## src/hdl/dwt_pkg.sv

```systemverilog
// shared types, codes and saturating helpers for the demon window tally
package dwt_pkg;

  localparam int POS_W    = 32;
  localparam int VEL_W    = 16;
  localparam int MASS_W   = 16;
  localparam int SUM_W    = 32;
  localparam int PROD_W   = MASS_W + SUM_W;
  localparam int KE_SHIFT = 9;
  localparam int KE_W     = PROD_W - KE_SHIFT;
  localparam int CNT_W    = 13;
  localparam int EN_W     = 60;
  localparam int MODE_W   = 2;
  localparam int CFG_IDX_W = 2;
  localparam int CFG_DATA_W = 32;
  localparam int IN_DATA_W  = 104;
  localparam int OUT_DATA_W = 296;

  localparam logic [CNT_W-1:0] COUNT_MAX  = {CNT_W{1'b1}};
  localparam logic [EN_W-1:0]  ENERGY_MAX = {EN_W{1'b1}};

  localparam logic [MODE_W-1:0] MODE_DIRECTION = 2'd0;
  localparam logic [MODE_W-1:0] MODE_ENERGY    = 2'd1;
  localparam logic [MODE_W-1:0] MODE_NUMBER    = 2'd2;

  localparam logic [CFG_IDX_W-1:0] CFG_PARTITION = 2'd0;
  localparam logic [CFG_IDX_W-1:0] CFG_MODE      = 2'd1;

  typedef enum logic [2:0] {
    ST_IDLE,
    ST_SQUARE,
    ST_MASS,
    ST_TALLY,
    ST_EMIT
  } state_t;

  // request to the shared multiplier
  typedef struct packed {
    logic              en;
    logic [MASS_W-1:0] op_a;
    logic [SUM_W-1:0]  op_b;
  } mul_req_t;

  function automatic logic [CNT_W-1:0] cnt_inc(input logic [CNT_W-1:0] c);
    cnt_inc = (c == COUNT_MAX) ? c : c + CNT_W'(1);
  endfunction

  function automatic logic [EN_W-1:0] en_add(input logic [EN_W-1:0] a,
                                             input logic [KE_W-1:0] b);
    logic [EN_W:0] s;
    s = {1'b0, a} + (EN_W+1)'(b);
    en_add = s[EN_W] ? ENERGY_MAX : s[EN_W-1:0];
  endfunction

endpackage

```

## src/hdl/dwt_mul.sv

```systemverilog
// shared registered multiplier for squares and the mass product
module dwt_mul
  import dwt_pkg::*;
(
  input  logic              clk,
  input  mul_req_t          req,
  output logic [PROD_W-1:0] prod
);

  logic [PROD_W-1:0] prod_r;

  always_ff @(posedge clk) begin
    if (req.en) begin
      prod_r <= PROD_W'(req.op_a) * PROD_W'(req.op_b);
    end
  end

  assign prod = prod_r;

endmodule

```

## src/hdl/demon_window_tally.sv

```systemverilog
// top level: particle crossing and side tally with demon door decision
//
// channel | dir | handshake          | payload
// in_     | in  | tvalid/tready      | tdata: particle record, tlast: ends window
// out_    | out | tvalid/tready      | tdata: window totals and keep_open
// cfg_    | in  | wr_en              | index, wdata
//
// an item is taken only in the idle state, then its velocity components are
// squared and summed in the single shared multiplier, then the mass product is
// formed in it, then the item is tallied; a zero-mass item skips to the tally
// step and is not counted. the item ending a window then loads the result
// register, waiting while an earlier result is still held by out_tready low.
// rst_n clears tallies, registers and control; payload registers are not reset.
module demon_window_tally
  import dwt_pkg::*;
#(
  parameter int DIMS = 3
) (
  input  logic                    clk,
  input  logic                    rst_n,
  input  logic                    in_tvalid,
  output logic                    in_tready,
  // position_x, velocity_x, velocity_y, velocity_z, particle_mass, prev_side
  input  logic [IN_DATA_W-1:0]    in_tdata,
  input  logic                    in_tlast,
  output logic                    out_tvalid,
  input  logic                    out_tready,
  // keep_open, to_right_count, to_left_count, to_right_energy, to_left_energy,
  // left_count, right_count, left_energy, right_energy
  output logic [OUT_DATA_W-1:0]   out_tdata,
  input  logic                    cfg_wr_en,
  input  logic [CFG_IDX_W-1:0]    cfg_index,
  input  logic [CFG_DATA_W-1:0]   cfg_wdata
);

  localparam logic [1:0] LAST_STEP = 2'(DIMS);

  state_t state_r, state_nxt;
  logic [1:0] step_r, step_nxt;

  logic [POS_W-1:0]  partition_r;
  logic [MODE_W-1:0] mode_r;

  logic [VEL_W-1:0]  vx_r, vy_r, vz_r;
  logic [MASS_W-1:0] mass_r;
  logic              side_r, prev_r, last_r;
  logic [SUM_W-1:0]  sum_r, sum_nxt;

  logic [CNT_W-1:0] to_right_tally_r, to_left_tally_r, left_tally_r, right_tally_r;
  logic [EN_W-1:0]  to_right_en_r, to_left_en_r, left_en_r, right_en_r;

  logic             out_valid_r;
  logic             keep_r;
  logic [CNT_W-1:0] o_trc_r, o_tlc_r, o_lc_r, o_rc_r;
  logic [EN_W-1:0]  o_tre_r, o_tle_r, o_le_r, o_re_r;

  mul_req_t          mul_req;
  logic [PROD_W-1:0] prod;
  logic [VEL_W-1:0]  vsel;
  logic [VEL_W-1:0]  vabs;
  logic [KE_W-1:0]   ke;
  logic              accept;
  logic              do_tally;
  logic              do_emit;
  logic              keep;

  assign in_tready = (state_r == ST_IDLE);
  assign accept    = in_tvalid && in_tready;
  assign ke        = prod[PROD_W-1:KE_SHIFT];

  dwt_mul u_mul (
    .clk  (clk),
    .req  (mul_req),
    .prod (prod)
  );

  always_comb begin
    unique case (step_r)
      2'd0:    vsel = vx_r;
      2'd1:    vsel = vy_r;
      default: vsel = vz_r;
    endcase
    vabs = vsel[VEL_W-1] ? VEL_W'(-vsel) : vsel;
  end

  // sequencer
  always_comb begin
    state_nxt = state_r;
    step_nxt  = step_r;
    sum_nxt   = sum_r;
    mul_req   = '{en: 1'b0, op_a: vabs, op_b: SUM_W'(vabs)};
    do_tally  = 1'b0;
    do_emit   = 1'b0;
    unique case (state_r)
      ST_IDLE: begin
        if (accept) begin
          step_nxt  = 2'd0;
          state_nxt = (in_tdata[95:80] == '0) ? ST_TALLY : ST_SQUARE;
        end
      end
      ST_SQUARE: begin
        // square issued this step, previous square accumulated
        mul_req.en = (step_r < LAST_STEP);
        sum_nxt    = (step_r == 2'd0) ? '0 : sum_r + prod[SUM_W-1:0];
        step_nxt   = step_r + 2'd1;
        if (step_r == LAST_STEP) begin
          state_nxt = ST_MASS;
        end
      end
      ST_MASS: begin
        mul_req   = '{en: 1'b1, op_a: mass_r, op_b: sum_r};
        state_nxt = ST_TALLY;
      end
      ST_TALLY: begin
        do_tally  = (mass_r != '0);
        state_nxt = last_r ? ST_EMIT : ST_IDLE;
      end
      ST_EMIT: begin
        if (!out_valid_r || out_tready) begin
          do_emit   = 1'b1;
          state_nxt = ST_IDLE;
        end
      end
      default: state_nxt = ST_IDLE;
    endcase
  end

  always_ff @(posedge clk) begin
    if (!rst_n) begin
      state_r <= ST_IDLE;
      step_r  <= 2'd0;
    end else begin
      state_r <= state_nxt;
      step_r  <= step_nxt;
    end
  end

  always_ff @(posedge clk) begin
    if (!rst_n) begin
      partition_r <= '0;
      mode_r      <= MODE_DIRECTION;
    end else if (cfg_wr_en) begin
      if (cfg_index == CFG_PARTITION) begin
        partition_r <= cfg_wdata;
      end else if (cfg_index == CFG_MODE) begin
        mode_r <= cfg_wdata[MODE_W-1:0];
      end
    end
  end

  // item capture and square sum
  always_ff @(posedge clk) begin
    if (accept) begin
      vx_r   <= in_tdata[47:32];
      vy_r   <= in_tdata[63:48];
      vz_r   <= in_tdata[79:64];
      mass_r <= in_tdata[95:80];
      prev_r <= in_tdata[96];
      last_r <= in_tlast;
      side_r <= !($signed(in_tdata[31:0]) <= $signed(partition_r));
    end
    sum_r <= sum_nxt;
  end

  always_comb begin
    unique case (mode_r)
      MODE_ENERGY: keep = (to_right_en_r >= to_left_en_r);
      MODE_NUMBER: keep = (to_right_tally_r >= to_left_tally_r);
      default:     keep = (to_left_tally_r == '0) && (to_left_en_r == '0);
    endcase
  end

  always_ff @(posedge clk) begin
    if (!rst_n || do_emit) begin
      to_right_tally_r <= '0;
      to_left_tally_r  <= '0;
      left_tally_r     <= '0;
      right_tally_r    <= '0;
      to_right_en_r    <= '0;
      to_left_en_r     <= '0;
      left_en_r        <= '0;
      right_en_r       <= '0;
    end else if (do_tally) begin
      if (side_r != prev_r) begin
        if (side_r) begin
          to_right_tally_r <= cnt_inc(to_right_tally_r);
          to_right_en_r    <= en_add(to_right_en_r, ke);
        end else begin
          to_left_tally_r <= cnt_inc(to_left_tally_r);
          to_left_en_r    <= en_add(to_left_en_r, ke);
        end
      end
      if (side_r) begin
        right_tally_r <= cnt_inc(right_tally_r);
        right_en_r    <= en_add(right_en_r, ke);
      end else begin
        left_tally_r <= cnt_inc(left_tally_r);
        left_en_r    <= en_add(left_en_r, ke);
      end
    end
  end

  // result register
  always_ff @(posedge clk) begin
    if (do_emit) begin
      keep_r  <= keep;
      o_trc_r <= to_right_tally_r;
      o_tlc_r <= to_left_tally_r;
      o_tre_r <= to_right_en_r;
      o_tle_r <= to_left_en_r;
      o_lc_r  <= left_tally_r;
      o_rc_r  <= right_tally_r;
      o_le_r  <= left_en_r;
      o_re_r  <= right_en_r;
    end
  end

  always_ff @(posedge clk) begin
    if (!rst_n) begin
      out_valid_r <= 1'b0;
    end else if (do_emit) begin
      out_valid_r <= 1'b1;
    end else if (out_tready) begin
      out_valid_r <= 1'b0;
    end
  end

  assign out_tvalid = out_valid_r;
  assign out_tdata  = {3'b000, o_re_r, o_le_r, o_rc_r, o_lc_r,
                       o_tle_r, o_tre_r, o_tlc_r, o_trc_r, keep_r};

  // crossings into a side never outnumber the particles on that side
  a_right_bound: assert property (@(posedge clk) disable iff (!rst_n)
    to_right_tally_r <= right_tally_r && to_right_en_r <= right_en_r)
    else $error("left-to-right tally exceeds right side tally");

  a_left_bound: assert property (@(posedge clk) disable iff (!rst_n)
    to_left_tally_r <= left_tally_r && to_left_en_r <= left_en_r)
    else $error("right-to-left tally exceeds left side tally");

  a_busy_after_accept: assert property (@(posedge clk) disable iff (!rst_n)
    accept |=> !in_tready)
    else $error("ready stayed high after an item was taken");

  a_result_from_emit: assert property (@(posedge clk) disable iff (!rst_n)
    $rose(out_tvalid) |-> $past(state_r == ST_EMIT))
    else $error("result raised outside the emit step");

  a_clear_after_emit: assert property (@(posedge clk) disable iff (!rst_n)
    do_emit |=> (left_tally_r == '0 && right_tally_r == '0 && left_en_r == '0))
    else $error("tallies not cleared after result");

endmodule
```

## config.mk

```make
export PLATFORM = sky130hd
export DESIGN_NAME = demon_window_tally
export DESIGN_NICKNAME = d
export VERILOG_FILES = /design/src/hdl/dwt_pkg.sv /design/src/hdl/dwt_mul.sv /design/src/hdl/demon_window_tally.sv
export SDC_FILE = /design/constraint.sdc
export NUM_CORES = 2
export LEC_CHECK = 0
export ABC_AREA = 0
export BUFFER_PORTS_ARGS = -buffer_cell sky130_fd_sc_hd__buf_2
export CORE_MARGIN = 3
export CORE_UTILIZATION = 45
export DETAILED_ROUTE_END_ITERATION = 7
export SLEW_MARGIN = 20
export SYNTH_ARGS = -nofsm -noshare
export SYNTH_HDL_FRONTEND = slang
export SYNTH_HIERARCHICAL = 1
export SYNTH_SLANG_ARGS = --single-unit
```

## constraint.sdc

```tcl
create_clock -name clk -period 9.5 [get_ports clk]
set_clock_uncertainty 0.05 [all_clocks]
set_input_delay 1.9 -clock clk [delete_from_list [all_inputs] [get_ports clk]]
set_output_delay 1.9 -clock clk [all_outputs]
set_load 0.01 [all_outputs]
```

==> metrics.md <==
| Metric | Value |
|---|---|
| Slew Viols, Final | 0 |
| CTS Sinks | 772 |
| Fillers | 11300 |
| Fin. Hold Viols | 0 |
| Worst-Skew Late Latency | 690 ps |
| Top-count cell post-synth | inv_1 |
| Slowest cell on the critical path | fa_1 |
| Ratio of cells with drive above 1 in the final layout | 11.8% |
| Register Area | 19900 sq um |
| Buffers on Ports | between 400 and 500 |
| Layout area overhead | 12.1% |
| Post-synth cell types | around 110 |
| # DRC | 0 |
| Die W | 359 um |
| DRT Pass-1 Iters | 5 |
| First-pass GRT wire length | 254000 um |
| Max-Cap Viols | 0 |
| Seq/Total Area, Yosys | between 30% and 40% |
| Cell mode on critical path | fa_1 |
| Setup TNS | 0 ps |
| Routed WL | between 150000 and 200000 um |
| Total track usage | 25.1% |
| Primary FF master, synth | edfxtp_1 |
| CTS tree | built |
| DIE AREA | 129000 sq um |
| GP Congestion | 0.929 |
| Clk buf depth | 3 |
| Arr. time, crit path | 9440 ps |
| Routed wire per std cell | 21.1 um |
| Crit. End Element | flop |
| Num CTS Buffers | 83 |
| HP Class | reg2reg |
| Initial Util | 45.7% |
| Number of flops mapped to enable cells by yosys | 440 |
| Clock root buffer | clkbuf_16 |
| Hold path depth | 0 |
| RSZ-0062 raised after global routing | false |
| Area leader, netlist | edfxtp_1 |
| Synth async-reset ratio | 0% |
| I/O pin cnt | 442 |
| Starting DRT DRC Count | 2935 |
| Area of the multi-input gates | 33100 sq um |
| Worst R2R Start | step_r[1]$_SDFFE_PN0P_ |
| Number of global-route vias before repair | between 40000 and 50000 |
| Status | finished clean |
| Final min period | 9020 ps |
| Nets@finish | around 7000 |
| CP max stage delay | 570 ps |
| Synthesized area per cell | ~9.8 sq um |
| Core Region | 123000 sq um |
| Buf+Inv Stages, Crit Path | 6 |
| Synth Warn # | 6 |
| Vias per inst | approximately 5.6 |
| Worst Max-Slew Pin Slew | 1140 ps |
| Post-synth top cells | inv_1 (622), nand2_1 (590), edfxtp_1 (440) |
| Delay-heaviest family, CP | adder cells |
| Worst Min Path Start | right_tally_r[12]$_SDFFE_PP0P_ |
| Crit Path Class | reg2reg |
| F_max | 0.111 GHz |
| Required time worst endpoint | 9930 ps |
| H-tree Lvls | 3 |
| Post-route clock period utilization | 94.9% |
| CP Max Fanout | 20 |
| Row count | 128 |
| Grt total ovfl | 0 |
| Die height | between 300 and 400 um |
| Clock-pin slew on the worst setup and hold paths | 60 ps |
| CP Launch Type | flop |
| Hold-fix buffers, CTS | 0 |
| Post-synthesis cell area | around 56000 sq um |
| R2R setup slack | around 480 ps |
| Routed Antenna Nets | 0 |
| Synth Register Bits | 772 |
| Top area cells in the synthesized netlist | edfxtp_1 (24%), fa_1 (15%), dfxtp_1 (12%) |
| Initial antenna violation count | 13 |
| Largest net degree at the start of global routing | 190 |
| Worst reg-to-reg path cell count | 32 |
| Slew margin rel. | a little under a quarter |
| Total number of vias | 43700 |
| DP HPWL | around 130000 um |
| Setup Viol. Count Final | 0 |
| Cells after Synth | 5722 |
| Synth top area share | 23.5% |
| Worst Hold Path EP | o_rc_r[12]$_DFFE_PP_ |
| R2R Path End | u_mul/prod[40]$_DFFE_PP_ |
[final cells by class]
class,instances,area share (%)
repair buffers,499,4.28
inverters,622,3.72
flip-flops and latches,772,31.5
clock buffers,105,3.60
multi-input cells,4098,52.7
diodes,5,0.0199
clock inverters,50,0.942
well taps,1625,3.23
[cells in the final DEF (no fill, tap or decap), types with 75 or more instances in the layout]
master and count:
xnor2_1 165, clkbuf_16 87, buf_2 431, a21oi_1 429
inv_1 620, nand4_1 88, fa_1 423, nor2_1 258
ha_1 422, and2_1 243, nand2_1 588, xor2_1 124
nor3_1 75, nand3_1 92, dfxtp_1 332, edfxtp_1 440
a21o_1 185, o21ai_0 266
[logic make-up (layout without fill, tap and decap cells)]
logic type | Yosys count | count (layout) | share of synthesized area (%)
and+or+nand+nor | 1611 | 1611 | 14.0
AOI/OAI and AO/OA | 1334 | 1334 | 15.5
buffers and inverters | 854 | 1276 | 5.84
adders and majority gates | 846 | 846 | 24.5
DFF | 772 | 772 | 35.4
xor gates and xnor gates | 289 | 289 | 4.51
muxes | 15 | 15 | 0.267
other | 1 | 8 | 0.00668
[timing repair]
action / 4_1_cts / 5_1_grt
endpoints found under the setup margin: 0 / 17
setup buffers: 0 / 0
endpoints found under the hold margin: 0 / 0
resized for setup: 0 / 13
[sequential cells by signal, summed over array words and instances, names as in the netlist, 16 cells and up]
| register | flops |
|---|---|
| vx_r | 16 |
| mass_r | 16 |
| o_tle_r | 60 |
| sum_r | 32 |
| vz_r | 16 |
| right_en_r | 60 |
| o_re_r | 60 |
| vy_r | 16 |
| u_mul/prod | 48 |
| to_right_en_r | 60 |
| to_left_en_r | 60 |
| o_le_r | 60 |
| left_en_r | 60 |
| o_tre_r | 60 |
| partition_r | 32 |
[worst max-delay path by stage]
stage               slack, ps                    from                  endpoint  cells after the start
detailed placement        310  step_r[0]$_SDFFE_PN0P_  u_mul/prod[40]$_DFFE_PP_                     33
global placement          370  step_r[0]$_SDFFE_PN0P_  u_mul/prod[40]$_DFFE_PP_                     33
CTS                       230  step_r[0]$_SDFFE_PN0P_  u_mul/prod[40]$_DFFE_PP_                     33
global route               50  step_r[1]$_SDFFE_PN0P_  u_mul/prod[40]$_DFFE_PP_                     32
finish                    480  step_r[1]$_SDFFE_PN0P_  u_mul/prod[40]$_DFFE_PP_                     32
floorplan                1040              out_tready          keep_r$_DFFE_PP_                      3
[worst reg2reg max path: cells and delay by family (launching register included)]
family	cells	cell delay, ps
AOI/OAI and AO/OA	10	2300
xor gates and xnor gates	1	130
adders and majority gates	8	3700
buffers and inverters	6	880
DFF	1	340
and+or+nand+nor	7	1420
[stage by stage]
stage | setup WS (ps) | hold slack (ps) | util, % | std cells | area, sq um
floorplan | 1040 | 381 | - | 5724 | 56200
global placement | 373 | 389 | 48.9 | 7616 | 60000
detailed placement | 309 | 393 | 48.9 | 7616 | 60000
CTS | 226 | 413 | 51.2 | 7771 | 62900
global route | 54.5 | 425 | 51.2 | 7775 | 62900
finish | 484 | 412 | 51.2 | 7776 | 62900
[routing by layer]
layer | part of all wire, % | global-route usage, % | vias up
met5 | 0.056 | 0 | -
met4 | 3.9 | 10.0 | 14
met3 | 6.3 | 4.11 | 286
met2 | 47 | 41.7 | 1344
met1 | 43 | 32.8 | 21500
li1 | - | - | 20600
Power is not shown: default switching activity piles up to over one toggle a cycle in this logic, so the estimate is an artifact.
